**src/rtl/core/ngga_pkg.sv**
```systemverilog
package ngga_pkg;

    // default number of fraction digits kept for position minutes
    localparam int FRACTION_DIGITS_DEF = 5;

    // ascii codes
    localparam logic [7:0] CH_CR    = 8'h0D;
    localparam logic [7:0] CH_LF    = 8'h0A;
    localparam logic [7:0] CH_COMMA = 8'h2C;
    localparam logic [7:0] CH_POINT = 8'h2E;
    localparam logic [7:0] CH_MINUS = 8'h2D;
    localparam logic [7:0] CH_ZERO  = 8'h30;
    localparam logic [7:0] CH_NINE  = 8'h39;
    localparam logic [7:0] CH_SOUTH = 8'h53;
    localparam logic [7:0] CH_WEST  = 8'h57;

    // prefix matcher codes
    localparam logic [2:0] PFX_LEN  = 3'd6;
    localparam logic [2:0] PFX_LAST = 3'd5;
    localparam logic [2:0] PFX_SKIP = 3'd7;

    // field positions inside a gga sentence
    localparam logic [3:0] FLD_LAT     = 4'd2;
    localparam logic [3:0] FLD_LAT_HEM = 4'd3;
    localparam logic [3:0] FLD_LON     = 4'd4;
    localparam logic [3:0] FLD_LON_HEM = 4'd5;
    localparam logic [3:0] FLD_FIX     = 4'd6;
    localparam logic [3:0] FLD_SATS    = 4'd7;
    localparam logic [3:0] FLD_ALT     = 4'd9;
    localparam logic [3:0] FLD_MAX     = 4'd15;

    // limits
    localparam logic [30:0] LAT_LIMIT  = 31'd900000000;
    localparam logic [30:0] LON_LIMIT  = 31'd1800000000;
    localparam logic [20:0] ALT_LOW    = 21'd100000;
    localparam logic [20:0] ALT_HIGH   = 21'd1000000;
    localparam logic [31:0] ALT_IN_MAX = 32'd100000;
    localparam logic [31:0] FIX_MAX    = 32'd15;
    localparam logic [31:0] SATS_MAX   = 32'd99;
    // integer part at or above this gives at least 181 degrees
    localparam logic [31:0] POS_INT_BIG = 32'd18100;
    localparam logic [31:0] E7_SCALE    = 32'd10000000;

    // control word handed to the position converter
    typedef struct packed {
        logic valid;
        logic lon;
        logic big;
    } ngga_pos_cmd_t;

    // "$GNGGA"
    function automatic logic [7:0] ngga_prefix_char(input logic [2:0] idx);
        logic [7:0] c;
        unique case (idx)
            3'd0:    c = 8'h24;
            3'd1:    c = 8'h47;
            3'd2:    c = 8'h4E;
            3'd3:    c = 8'h47;
            3'd4:    c = 8'h47;
            3'd5:    c = 8'h41;
            default: c = 8'h00;
        endcase
        return c;
    endfunction

    function automatic logic [23:0] ngga_pow10(input logic [2:0] k);
        logic [23:0] p;
        unique case (k)
            3'd0: p = 24'd1;
            3'd1: p = 24'd10;
            3'd2: p = 24'd100;
            3'd3: p = 24'd1000;
            3'd4: p = 24'd10000;
            3'd5: p = 24'd100000;
            3'd6: p = 24'd1000000;
            3'd7: p = 24'd10000000;
        endcase
        return p;
    endfunction

    // 1e7 / (60 * 10^fd) reduced to num / den, den is 3, 6 or 60
    function automatic logic [15:0] ngga_ratio_num(input logic [2:0] fd);
        logic [15:0] n;
        unique case (fd)
            3'd1:    n = 16'd50000;
            3'd2:    n = 16'd5000;
            3'd3:    n = 16'd500;
            3'd4:    n = 16'd50;
            3'd5:    n = 16'd5;
            default: n = 16'd1;
        endcase
        return n;
    endfunction

    // den = 2^pre * (3 or 15)
    function automatic logic [1:0] ngga_den_pre_shift(input logic [2:0] fd);
        logic [1:0] s;
        unique case (fd)
            3'd6:    s = 2'd1;
            3'd7:    s = 2'd2;
            default: s = 2'd0;
        endcase
        return s;
    endfunction

    // reciprocal of the odd part, exact for any 32-bit dividend
    function automatic logic [31:0] ngga_den_recip(input logic [2:0] fd);
        return (fd == 3'd7) ? 32'h8888_8889 : 32'hAAAA_AAAB;
    endfunction

    function automatic logic [5:0] ngga_den_post_shift(input logic [2:0] fd);
        return (fd == 3'd7) ? 6'd35 : 6'd33;
    endfunction

endpackage

```
**src/rtl/core/ngga_pos_unit.sv**
```systemverilog
module ngga_pos_unit
    import ngga_pkg::*;
#(
    parameter int FRACTION_DIGITS = FRACTION_DIGITS_DEF
) (
    input  logic                     aclk,
    input  logic                     aresetn,
    input  ngga_pos_cmd_t            cmd,
    input  logic [14:0]              cmd_int,
    input  logic [$clog2(10 ** FRACTION_DIGITS)-1:0] cmd_frac,
    input  logic [2:0]               cmd_shift,
    output logic [30:0]              lat_mag,
    output logic [30:0]              lon_mag
);
    localparam int FRAC_W = $clog2(10 ** FRACTION_DIGITS);
    localparam logic [2:0] FD3 = 3'(FRACTION_DIGITS);
    localparam int MINS_W = $clog2(100 * (10 ** FRACTION_DIGITS));
    localparam logic [23:0] P_SCALE = ngga_pow10(FD3);
    localparam logic [15:0] R_NUM = ngga_ratio_num(FD3);
    localparam int PRE_SH = int'(ngga_den_pre_shift(FD3));
    localparam logic [31:0] RECIP = ngga_den_recip(FD3);
    localparam int POST_SH = int'(ngga_den_post_shift(FD3));

    ngga_pos_cmd_t       ctl_reg [6];
    logic [14:0]         i0_reg, i1_reg;
    logic [FRAC_W-1:0]   f0_reg, fs1_reg, fs2_reg;
    logic [2:0]          k0_reg;
    logic [7:0]          q1_reg, q2_reg, q3_reg, q4_reg, q5_reg;
    logic [6:0]          r2_reg;
    logic [MINS_W-1:0]   mins3_reg;
    logic [31:0]         x4_reg;
    logic [63:0]         prod5_reg;
    logic [30:0]         lat_mag_reg, lon_mag_reg;

    logic [27:0]         qmul;
    logic [FRAC_W+23:0]  fmul;
    logic [24:0]         frac_e7;
    logic [31:0]         e7;
    logic [30:0]         limit;
    logic [30:0]         mag_next;

    // control valid bits per stage
    always_ff @(posedge aclk) begin
        if (!aresetn) begin
            for (int s = 0; s < 6; s++) ctl_reg[s] <= '0;
        end else begin
            ctl_reg[0] <= cmd;
            for (int s = 1; s < 6; s++) ctl_reg[s] <= ctl_reg[s-1];
        end
    end

    // degrees by reciprocal of 100, fraction scaled to full digit count
    always_comb begin
        qmul = 28'(i0_reg) * 28'd5243;
        fmul = (FRAC_W + 24)'(f0_reg) * (FRAC_W + 24)'(ngga_pow10(k0_reg));
    end

    // final scale, add degrees and saturate
    always_comb begin
        frac_e7 = 25'(prod5_reg >> POST_SH);
        e7 = 32'(q5_reg) * E7_SCALE + 32'(frac_e7);
        limit = ctl_reg[5].lon ? LON_LIMIT : LAT_LIMIT;
        if (ctl_reg[5].big || e7 > 32'(limit)) begin
            mag_next = limit;
        end else begin
            mag_next = 31'(e7);
        end
    end

    // datapath stages
    always_ff @(posedge aclk) begin
        i0_reg    <= cmd_int;
        f0_reg    <= cmd_frac;
        k0_reg    <= cmd_shift;
        q1_reg    <= qmul[26:19];
        i1_reg    <= i0_reg;
        fs1_reg   <= FRAC_W'(fmul);
        r2_reg    <= 7'(i1_reg - 15'(q1_reg) * 15'd100);
        q2_reg    <= q1_reg;
        fs2_reg   <= fs1_reg;
        mins3_reg <= MINS_W'(r2_reg) * MINS_W'(P_SCALE) + MINS_W'(fs2_reg);
        q3_reg    <= q2_reg;
        x4_reg    <= 32'(mins3_reg) * 32'(R_NUM);
        q4_reg    <= q3_reg;
        prod5_reg <= 64'(x4_reg >> PRE_SH) * 64'(RECIP);
        q5_reg    <= q4_reg;
    end

    // stored magnitudes
    always_ff @(posedge aclk) begin
        if (!aresetn) begin
            lat_mag_reg <= '0;
            lon_mag_reg <= '0;
        end else if (ctl_reg[5].valid) begin
            if (ctl_reg[5].lon) begin
                lon_mag_reg <= mag_next;
            end else begin
                lat_mag_reg <= mag_next;
            end
        end
    end

    assign lat_mag = lat_mag_reg;
    assign lon_mag = lon_mag_reg;

endmodule

```
**src/rtl/core/nmea_gga_position_parser_core.sv**
```systemverilog
// GGA sentence parser: takes one ASCII byte per transfer and gives one result at the CR or
// LF that ends each "$GNGGA" line, with latitude and longitude in 1e-7 degrees, altitude in
// decimetres, fix quality, satellite count and a fix-valid flag. A byte is accepted every
// cycle; the input stalls only while a result waits at the output and a second one is
// finishing or waiting behind it. The result is built once the line's position value has passed
// the six-stage pipeline that turns ddmm.mmmmm into degrees. Empty position fields keep
// earlier values.
module nmea_gga_position_parser_core
    import ngga_pkg::*;
#(
    parameter int FRACTION_DIGITS = FRACTION_DIGITS_DEF
) (
    input  logic        aclk,
    input  logic        aresetn,
    input  logic        s_tvalid,
    output logic        s_tready,
    input  logic [7:0]  s_tdata,   // rx_byte[7:0]
    output logic        m_tvalid,
    input  logic        m_tready,
    // latitude_e7[30:0], longitude_e7[62:31], altitude_dm[83:63], fix_mode[87:84],
    // satellites[94:88], fix_valid[95]
    output logic [95:0] m_tdata
);
    localparam int FRAC_W = $clog2(10 ** FRACTION_DIGITS);
    localparam logic [2:0] FD3 = 3'(FRACTION_DIGITS);
    localparam int RQ_LAST = 6;

    logic [2:0]         pfx_reg, pfx_next;
    logic               in_gga_reg, in_gga_next;
    logic [3:0]         fld_reg, fld_next;
    logic [31:0]        iacc_reg, iacc_next;
    logic [FRAC_W-1:0]  facc_reg, facc_next;
    logic [2:0]         fcnt_reg, fcnt_next;
    logic [3:0]         fdig_reg, fdig_next;
    logic [2:0]         flags_reg, flags_next;
    logic               lat_neg_reg, lat_neg_next;
    logic               lon_neg_reg, lon_neg_next;
    logic [20:0]        alt_reg, alt_next;
    logic [3:0]         fix_reg, fix_next;
    logic [6:0]         sats_reg, sats_next;
    logic [RQ_LAST:0]   rq_reg;
    logic               m_valid_reg, m_valid_next;
    logic [95:0]        m_data_reg, m_data_next;
    logic               h_valid_reg, h_valid_next;
    logic [95:0]        h_data_reg, h_data_next;

    logic               s_fire;
    logic               do_commit;
    logic               req;
    logic [7:0]         b;
    logic [3:0]         dgt;
    logic [35:0]        iacc_wide;
    logic [20:0]        dm;
    logic               alt_over;
    ngga_pos_cmd_t      pos_cmd;
    logic [30:0]        lat_mag, lon_mag;
    logic [30:0]        lat_out;
    logic [31:0]        lon_out;
    logic [95:0]        res;

    assign b = s_tdata;
    assign s_fire = s_tvalid && s_tready;
    assign s_tready = !h_valid_reg && !(rq_reg[RQ_LAST] && m_valid_reg);
    assign dgt = 4'(b - CH_ZERO);
    assign iacc_wide = 36'(iacc_reg) * 36'd10 + 36'(dgt);

    // byte parser and field commit
    always_comb begin
        pfx_next     = pfx_reg;
        in_gga_next  = in_gga_reg;
        fld_next     = fld_reg;
        iacc_next    = iacc_reg;
        facc_next    = facc_reg;
        fcnt_next    = fcnt_reg;
        fdig_next    = fdig_reg;
        flags_next   = flags_reg;
        lat_neg_next = lat_neg_reg;
        lon_neg_next = lon_neg_reg;
        alt_next     = alt_reg;
        fix_next     = fix_reg;
        sats_next    = sats_reg;
        do_commit    = 1'b0;
        req          = 1'b0;
        pos_cmd      = '0;
        alt_over     = iacc_reg > ALT_IN_MAX;
        dm           = 21'(iacc_reg[16:0]) * 21'd10
                       + ((fcnt_reg != 3'd0) ? 21'(fdig_reg) : 21'd0);

        if (s_fire) begin
            priority if (b == CH_CR || b == CH_LF) begin
                if (in_gga_reg) begin
                    do_commit = 1'b1;
                    req = 1'b1;
                end
                pfx_next    = '0;
                in_gga_next = 1'b0;
                fld_next    = '0;
                iacc_next   = '0;
                facc_next   = '0;
                fcnt_next   = '0;
                flags_next  = '0;
            end else if (!in_gga_reg) begin
                if (pfx_reg < PFX_LEN && b == ngga_prefix_char(pfx_reg)) begin
                    pfx_next = pfx_reg + 3'd1;
                    if (pfx_reg == PFX_LAST) begin
                        in_gga_next = 1'b1;
                        fld_next    = '0;
                        iacc_next   = '0;
                        facc_next   = '0;
                        fcnt_next   = '0;
                        flags_next  = '0;
                    end
                end else begin
                    pfx_next = PFX_SKIP;
                end
            end else if (b == CH_COMMA) begin
                do_commit  = 1'b1;
                fld_next   = (fld_reg < FLD_MAX) ? fld_reg + 4'd1 : fld_reg;
                iacc_next  = '0;
                facc_next  = '0;
                fcnt_next  = '0;
                flags_next = '0;
            end else if (fld_reg == FLD_LAT_HEM || fld_reg == FLD_LON_HEM) begin
                // hemisphere: first byte only
                if (!flags_reg[2]) begin
                    flags_next[2] = 1'b1;
                    if (fld_reg == FLD_LAT_HEM) begin
                        lat_neg_next = (b == CH_SOUTH);
                    end else begin
                        lon_neg_next = (b == CH_WEST);
                    end
                end
            end else if (b >= CH_ZERO && b <= CH_NINE) begin
                if (!flags_reg[0]) begin
                    iacc_next = (iacc_wide > 36'hFFFF_FFFF) ? 32'hFFFF_FFFF : iacc_wide[31:0];
                end else if (fcnt_reg < FD3) begin
                    facc_next = facc_reg * FRAC_W'(10) + FRAC_W'(dgt);
                    if (fcnt_reg == 3'd0) fdig_next = dgt;
                    fcnt_next = fcnt_reg + 3'd1;
                end
                flags_next[1] = 1'b1;
            end else if (b == CH_POINT) begin
                flags_next[0] = 1'b1;
            end else if (b == CH_MINUS) begin
                flags_next[2] = 1'b1;
            end else begin
                // other bytes inside a field are ignored
            end
        end

        // store the finished field
        if (do_commit) begin
            unique case (fld_reg)
                FLD_LAT, FLD_LON: begin
                    if (flags_reg[1]) begin
                        pos_cmd.valid = 1'b1;
                        pos_cmd.lon   = (fld_reg == FLD_LON);
                        pos_cmd.big   = iacc_reg >= POS_INT_BIG;
                        if (fld_reg == FLD_LON) lon_neg_next = 1'b0;
                        else lat_neg_next = 1'b0;
                    end
                end
                FLD_FIX: fix_next = (iacc_reg > FIX_MAX) ? 4'(FIX_MAX) : iacc_reg[3:0];
                FLD_SATS: sats_next = (iacc_reg > SATS_MAX) ? 7'(SATS_MAX) : iacc_reg[6:0];
                FLD_ALT: begin
                    if (flags_reg[2]) begin
                        alt_next = (alt_over || dm > ALT_LOW) ? 21'd0 - ALT_LOW : 21'd0 - dm;
                    end else begin
                        alt_next = (alt_over || dm > ALT_HIGH) ? ALT_HIGH : dm;
                    end
                end
                default: ;
            endcase
        end
    end

    // parser state
    always_ff @(posedge aclk) begin
        if (!aresetn) begin
            pfx_reg     <= '0;
            in_gga_reg  <= 1'b0;
            fld_reg     <= '0;
            iacc_reg    <= '0;
            facc_reg    <= '0;
            fcnt_reg    <= '0;
            fdig_reg    <= '0;
            flags_reg   <= '0;
            lat_neg_reg <= 1'b0;
            lon_neg_reg <= 1'b0;
            alt_reg     <= '0;
            fix_reg     <= '0;
            sats_reg    <= '0;
            rq_reg      <= '0;
        end else begin
            pfx_reg     <= pfx_next;
            in_gga_reg  <= in_gga_next;
            fld_reg     <= fld_next;
            iacc_reg    <= iacc_next;
            facc_reg    <= facc_next;
            fcnt_reg    <= fcnt_next;
            fdig_reg    <= fdig_next;
            flags_reg   <= flags_next;
            lat_neg_reg <= lat_neg_next;
            lon_neg_reg <= lon_neg_next;
            alt_reg     <= alt_next;
            fix_reg     <= fix_next;
            sats_reg    <= sats_next;
            rq_reg      <= {rq_reg[RQ_LAST-1:0], req};
        end
    end

    // position conversion
    ngga_pos_unit #(
        .FRACTION_DIGITS(FRACTION_DIGITS)
    ) u_pos (
        .aclk      (aclk),
        .aresetn   (aresetn),
        .cmd       (pos_cmd),
        .cmd_int   (iacc_reg[14:0]),
        .cmd_frac  (facc_reg),
        .cmd_shift (FD3 - fcnt_reg),
        .lat_mag   (lat_mag),
        .lon_mag   (lon_mag)
    );

    // result word once the converter has caught up
    always_comb begin
        lat_out = lat_neg_reg ? 31'd0 - lat_mag : lat_mag;
        lon_out = lon_neg_reg ? 32'd0 - {1'b0, lon_mag} : {1'b0, lon_mag};
        res = {(fix_reg != 4'd0), sats_reg, fix_reg, alt_reg, lon_out, lat_out};
    end

    // output register with one waiting slot
    always_comb begin
        m_valid_next = m_valid_reg;
        m_data_next  = m_data_reg;
        h_valid_next = h_valid_reg;
        h_data_next  = h_data_reg;
        if (m_valid_reg && m_tready) begin
            m_valid_next = h_valid_reg;
            m_data_next  = h_data_reg;
            h_valid_next = 1'b0;
        end
        if (rq_reg[RQ_LAST]) begin
            if (!m_valid_next) begin
                m_valid_next = 1'b1;
                m_data_next  = res;
            end else begin
                h_valid_next = 1'b1;
                h_data_next  = res;
            end
        end
    end

    always_ff @(posedge aclk) begin
        if (!aresetn) begin
            m_valid_reg <= 1'b0;
            h_valid_reg <= 1'b0;
        end else begin
            m_valid_reg <= m_valid_next;
            h_valid_reg <= h_valid_next;
        end
        m_data_reg <= m_data_next;
        h_data_reg <= h_data_next;
    end

    assign m_tvalid = m_valid_reg;
    assign m_tdata  = m_data_reg;

    // only one result request in flight
    a_rq_single: assert property (@(posedge aclk) disable iff (!aresetn)
        $onehot0(rq_reg))
        else $error("more than one result request in flight");

    // a finishing request always finds the waiting slot free
    a_rq_slot: assert property (@(posedge aclk) disable iff (!aresetn)
        rq_reg[RQ_LAST] |-> !h_valid_reg)
        else $error("result request met a full waiting slot");

    // waiting slot is used only behind a held output
    a_hold_order: assert property (@(posedge aclk) disable iff (!aresetn)
        h_valid_reg |-> m_valid_reg)
        else $error("waiting slot full with output empty");

endmodule

```
**config.mk**
```make
export PLATFORM = sky130hd
export DESIGN_NAME = nmea_gga_position_parser_core
export DESIGN_NICKNAME = d
export VERILOG_FILES = /design/src/rtl/core/ngga_pkg.sv /design/src/rtl/core/ngga_pos_unit.sv /design/src/rtl/core/nmea_gga_position_parser_core.sv
export SDC_FILE = /design/constraint.sdc
export NUM_CORES = 2
export LEC_CHECK = 0
export BUFFER_PORTS_ARGS = -buffer_cell sky130_fd_sc_hd__buf_4
export CAP_MARGIN = 0
export CORE_ASPECT_RATIO = 0.8
export CORE_MARGIN = 1.5
export CORE_UTILIZATION = 59
export DETAILED_ROUTE_END_ITERATION = 10
export GPL_TIMING_DRIVEN = 0
export HOLD_SLACK_MARGIN = 0.1
export PLACE_DENSITY = 0.76
export SYNTH_ARGS = -nofsm -noshare
export SYNTH_HDL_FRONTEND = slang
export SYNTH_SLANG_ARGS = --single-unit
```
**constraint.sdc**
```tcl
create_clock -name aclk -period 9.4 [get_ports aclk]
set_input_delay 1.88 -clock aclk [delete_from_list [all_inputs] [get_ports aclk]]
set_output_delay 1.88 -clock aclk [all_outputs]
set_load 0.05 [all_outputs]
```
==> summary.txt <==
Status
  – Outcome: complete, but fails checks
  – Violated checks: capacitance limit

Synthesis
  – Total standard cell area after synthesis: 48500 um2
  – Count of synthesis-stage warnings from yosys: 0
  – Post-Synthesis Cells: 5090
  – Synthesized area divided by synthesized cell count: 9.54 um2
  – Number of flops mapped to enable cells by yosys: 96
  – Distinct cell type count of the synthesized netlist: 97
  – Syn_nets: 6194
  – Top FF cell, synth: sky130_fd_sc_hd__dfxtp_1
  – Number of storage elements in the synthesis netlist: 593
  – Post-synth ARST share: 0
  – Part of the Yosys area used for sequential elements: 0.264

Route
  – Iteration-0 DRC count of the detailed router: 2762
  – Per-cell routed wire length: 18.2 um
  – Vias post-DR: 36.9k
  – Post-DRT Antenna Nets: 0
  – Count of unresolved DRC violations after routing: 0
  – Total wirelength of the detailed-routed design: 117000 um
  – Ratio of routed vias to standard cells: 5.76
  – Iteration count of the initial detailed-routing pass: 6

STA
  – Worst rel slew slack: 0.0222
  – Fin Clk Skew: 58.1 ps
  – Post-route setup slack: 950 ps
  – Final worst-path cycle share: 0.899
  – Hold violation count in the final report: 0
  – Max frequency: 0.118 GHz
  – Sum of negative setup slack: 0 ps
  – Setup Viol. Count Final: 0
  – Unrepaired setup endpoints after global routing: false
  – Transition at the pin with the smallest max-transition slack: 1450 ps
  – Post-layout min period: 8450 ps
  – WHS: 314 ps
  – Pins over their slew limit: 0

Flow run
  – Maximum capacitance violations: 1

Cells and area
  – Fraction of final layout cells sized beyond drive strength 1: 0.0563
  – Area Overhead vs Synth: 9.25%
  – Net total in the final layout: 6366
  – Sequential cell area: 12800 um2
  – Count of inserted antenna diode cells: 0
  – Final core area utilization: 0.655
  – Area of the multi-input gates: 32500 um2
  – Number of filler cells placed in the layout: 6570

Setup path
  – Critical path's most frequent cell: sky130_fd_sc_hd__ha_1
  – Worst-path maximum fanout: 10
  – Worst path max stage delay: 590 ps
  – Critical Setup Path Class: flop to flop
  – Library cell contributing the largest single delay on the critical path: sky130_fd_sc_hd__dfxtp_1
  – Startpoint class of the critical path: flop
  – Type of element capturing the critical path: flop
  – CP Data Required Time: 10000 ps
  – Data arrival time at the worst-slack endpoint: 9050 ps

Clocking
  – Buffer levels on the longest clock path: 3
  – CTS Root Cell: sky130_fd_sc_hd__clkbuf_16
  – Post-CTS setup buffer count: 0
  – Cts hold-fix bufs: 0
  – Post-CTS clock slew at the launch and capture registers of the worst setup and hold paths: 60 ps
  – Number of buffers added by the clock tree synthesis step: 59
  – Resized Gates After CTS: 0
  – H-tree Lvls: 2
  – Number of sinks handled by clock tree synthesis: 593
  – Clock insertion delay at the later pin of the skew report: 680 ps
  – TritonCTS clock tree: done

Global route
  – Largest net degree at the start of global routing: 35
  – Vias in the first global route: 36.2k
  – Antenna violations before repair: 2
  – Remaining global-route overflow: 0
  – Global-route wire length before repair: 189000 um
  – Overall fraction of global-route tracks in use: 0.279

Placed design
  – Routability congestion estimate from global placement: 0.947
  – Post-Place Setup Slack: 1100 ps
  – DPL Wire Length: 94000 um
  – Port bufs: 108

Floorplan
  – Die span in y: 260 um
  – Die W: 324 um
  – Initial cell density of the core: 0.599
  – Number of standard-cell rows in the floorplan: 93
  – Die area: 84000 um2
  – Boundary Pins: 110
  – Core Region: 81000 um2

Worst hold path
  – Class of the tightest hold or removal check: flop to flop

Pwr
  – Pwr dens: 107 nW/um2
  – Worst ir drop on vdd: 0.203 mV
  – Static Leakage: 28.0 nW
## metrics by stage
stage	power, mW	std cells	instance area, um2
floorplan	2.92	5090	48500
global placement	3.02	6290	50700
detailed placement	3.02	6293	50800
CTS	5.70	6405	53000
global route	5.83	6405	53000
finish	5.67	6405	53000
## placed cells by master (no fill, tap or decap), types with 109 or more instances in the layout
cell type,instances
sky130_fd_sc_hd__inv_1,689
sky130_fd_sc_hd__a21o_1,111
sky130_fd_sc_hd__dfxtp_1,497
sky130_fd_sc_hd__xnor2_1,221
sky130_fd_sc_hd__nor2_1,317
sky130_fd_sc_hd__nand3_1,111
sky130_fd_sc_hd__buf_4,109
sky130_fd_sc_hd__a21oi_1,293
sky130_fd_sc_hd__clkbuf_1,130
sky130_fd_sc_hd__ha_1,696
sky130_fd_sc_hd__and2_1,112
sky130_fd_sc_hd__o21ai_0,175
sky130_fd_sc_hd__fa_1,396
sky130_fd_sc_hd__nand2_1,296
## final cells by class
class                      instances  share of cell area
inverter                         690              0.0488
clock buffer                      70              0.0296
buffer                           151              0.0114
multi-input combinational       3656               0.613
sequential                       593               0.242
tap                             1092              0.0258
clock inverter                    42              0.0128
timing repair buffer             111              0.0164
## path summary, 6_finish.rpt
check / start / to / slack (ps) / cells after the start
hold / removal: u_pos.q1_reg[5] / u_pos.q2_reg[5] / 310 / 0
hold reg to reg: u_pos.q1_reg[5] / u_pos.q2_reg[5] / 310 / 0
setup reg to reg: u_pos.q5_reg[6] / u_pos.lat_mag[19] / 950 / 30
setup / recovery: u_pos.q5_reg[6] / u_pos.lat_mag[19] / 950 / 30
## synthesized netlist by cell type, types with 31 or more instances
cell type,instances,area share
sky130_fd_sc_hd__fa_1,396,0.16
sky130_fd_sc_hd__dfxtp_1,497,0.20
sky130_fd_sc_hd__nand4_1,40,0.0052
sky130_fd_sc_hd__nor3_1,66,0.0068
sky130_fd_sc_hd__o21a_1,31,0.0048
sky130_fd_sc_hd__a211oi_1,39,0.0060
sky130_fd_sc_hd__o21ai_0,175,0.018
sky130_fd_sc_hd__edfxtp_1,96,0.059
sky130_fd_sc_hd__xor2_1,87,0.016
sky130_fd_sc_hd__inv_1,689,0.053
sky130_fd_sc_hd__nand2b_1,34,0.0044
sky130_fd_sc_hd__clkbuf_1,124,0.0096
sky130_fd_sc_hd__nand2_1,296,0.023
sky130_fd_sc_hd__a31oi_1,66,0.0085
sky130_fd_sc_hd__a21o_1,111,0.017
sky130_fd_sc_hd__mux2i_1,108,0.022
sky130_fd_sc_hd__a21oi_1,293,0.030
sky130_fd_sc_hd__ha_1,696,0.18
sky130_fd_sc_hd__nor2_1,318,0.025
sky130_fd_sc_hd__and2_1,112,0.014
sky130_fd_sc_hd__and3_1,42,0.0054
sky130_fd_sc_hd__xnor2_1,221,0.040
sky130_fd_sc_hd__nand3_1,111,0.011
## per-layer routing
metal / global-route usage / part of all wire / up-vias
li1: - / - / 17700
met1: 0.409 / 0.47 / 17800
met2: 0.432 / 0.44 / 1128
met3: 0.0449 / 0.069 / 182
met4: 0.0637 / 0.022 / 2
met5: 0 / 0.000060 / -
## logic make-up (layout without fill, tap and decap cells)
family,Yosys count,after routing,synth area share
buffers and inverters,841,1064,0.0658
flip-flops,593,593,0.264
AO/OA/AOI/OAI,952,952,0.128
adder cells (fa/ha/maj),1092,1092,0.343
multiplexers,111,111,0.0230
XOR/XNOR,309,309,0.0560
AND/OR/NAND/NOR,1192,1192,0.121
## power by group
part / total, mW / internal, mW / switching, mW
clock: 2.70 / 1.58 / 1.12
sequential: 2.63 / 2.60 / 0.0235
combinational: 0.343 / 0.115 / 0.228
total: 5.67 / 4.30 / 1.37
## worst max-delay path, delay by kind of cell, from the launching register on
| kind | cells | cell delay, ps |
|---|---|---|
| AOI/OAI and AO/OA | 9 | 2040 |
| buffers and inverters | 3 | 480 |
| and+or+nand+nor | 8 | 1360 |
| DFF | 1 | 590 |
| xor gates and xnor gates | 2 | 660 |
| muxes | 1 | 380 |
| adders and majority gates | 7 | 2910 |
No activity file was read; power rests on OpenSTA's default activity.
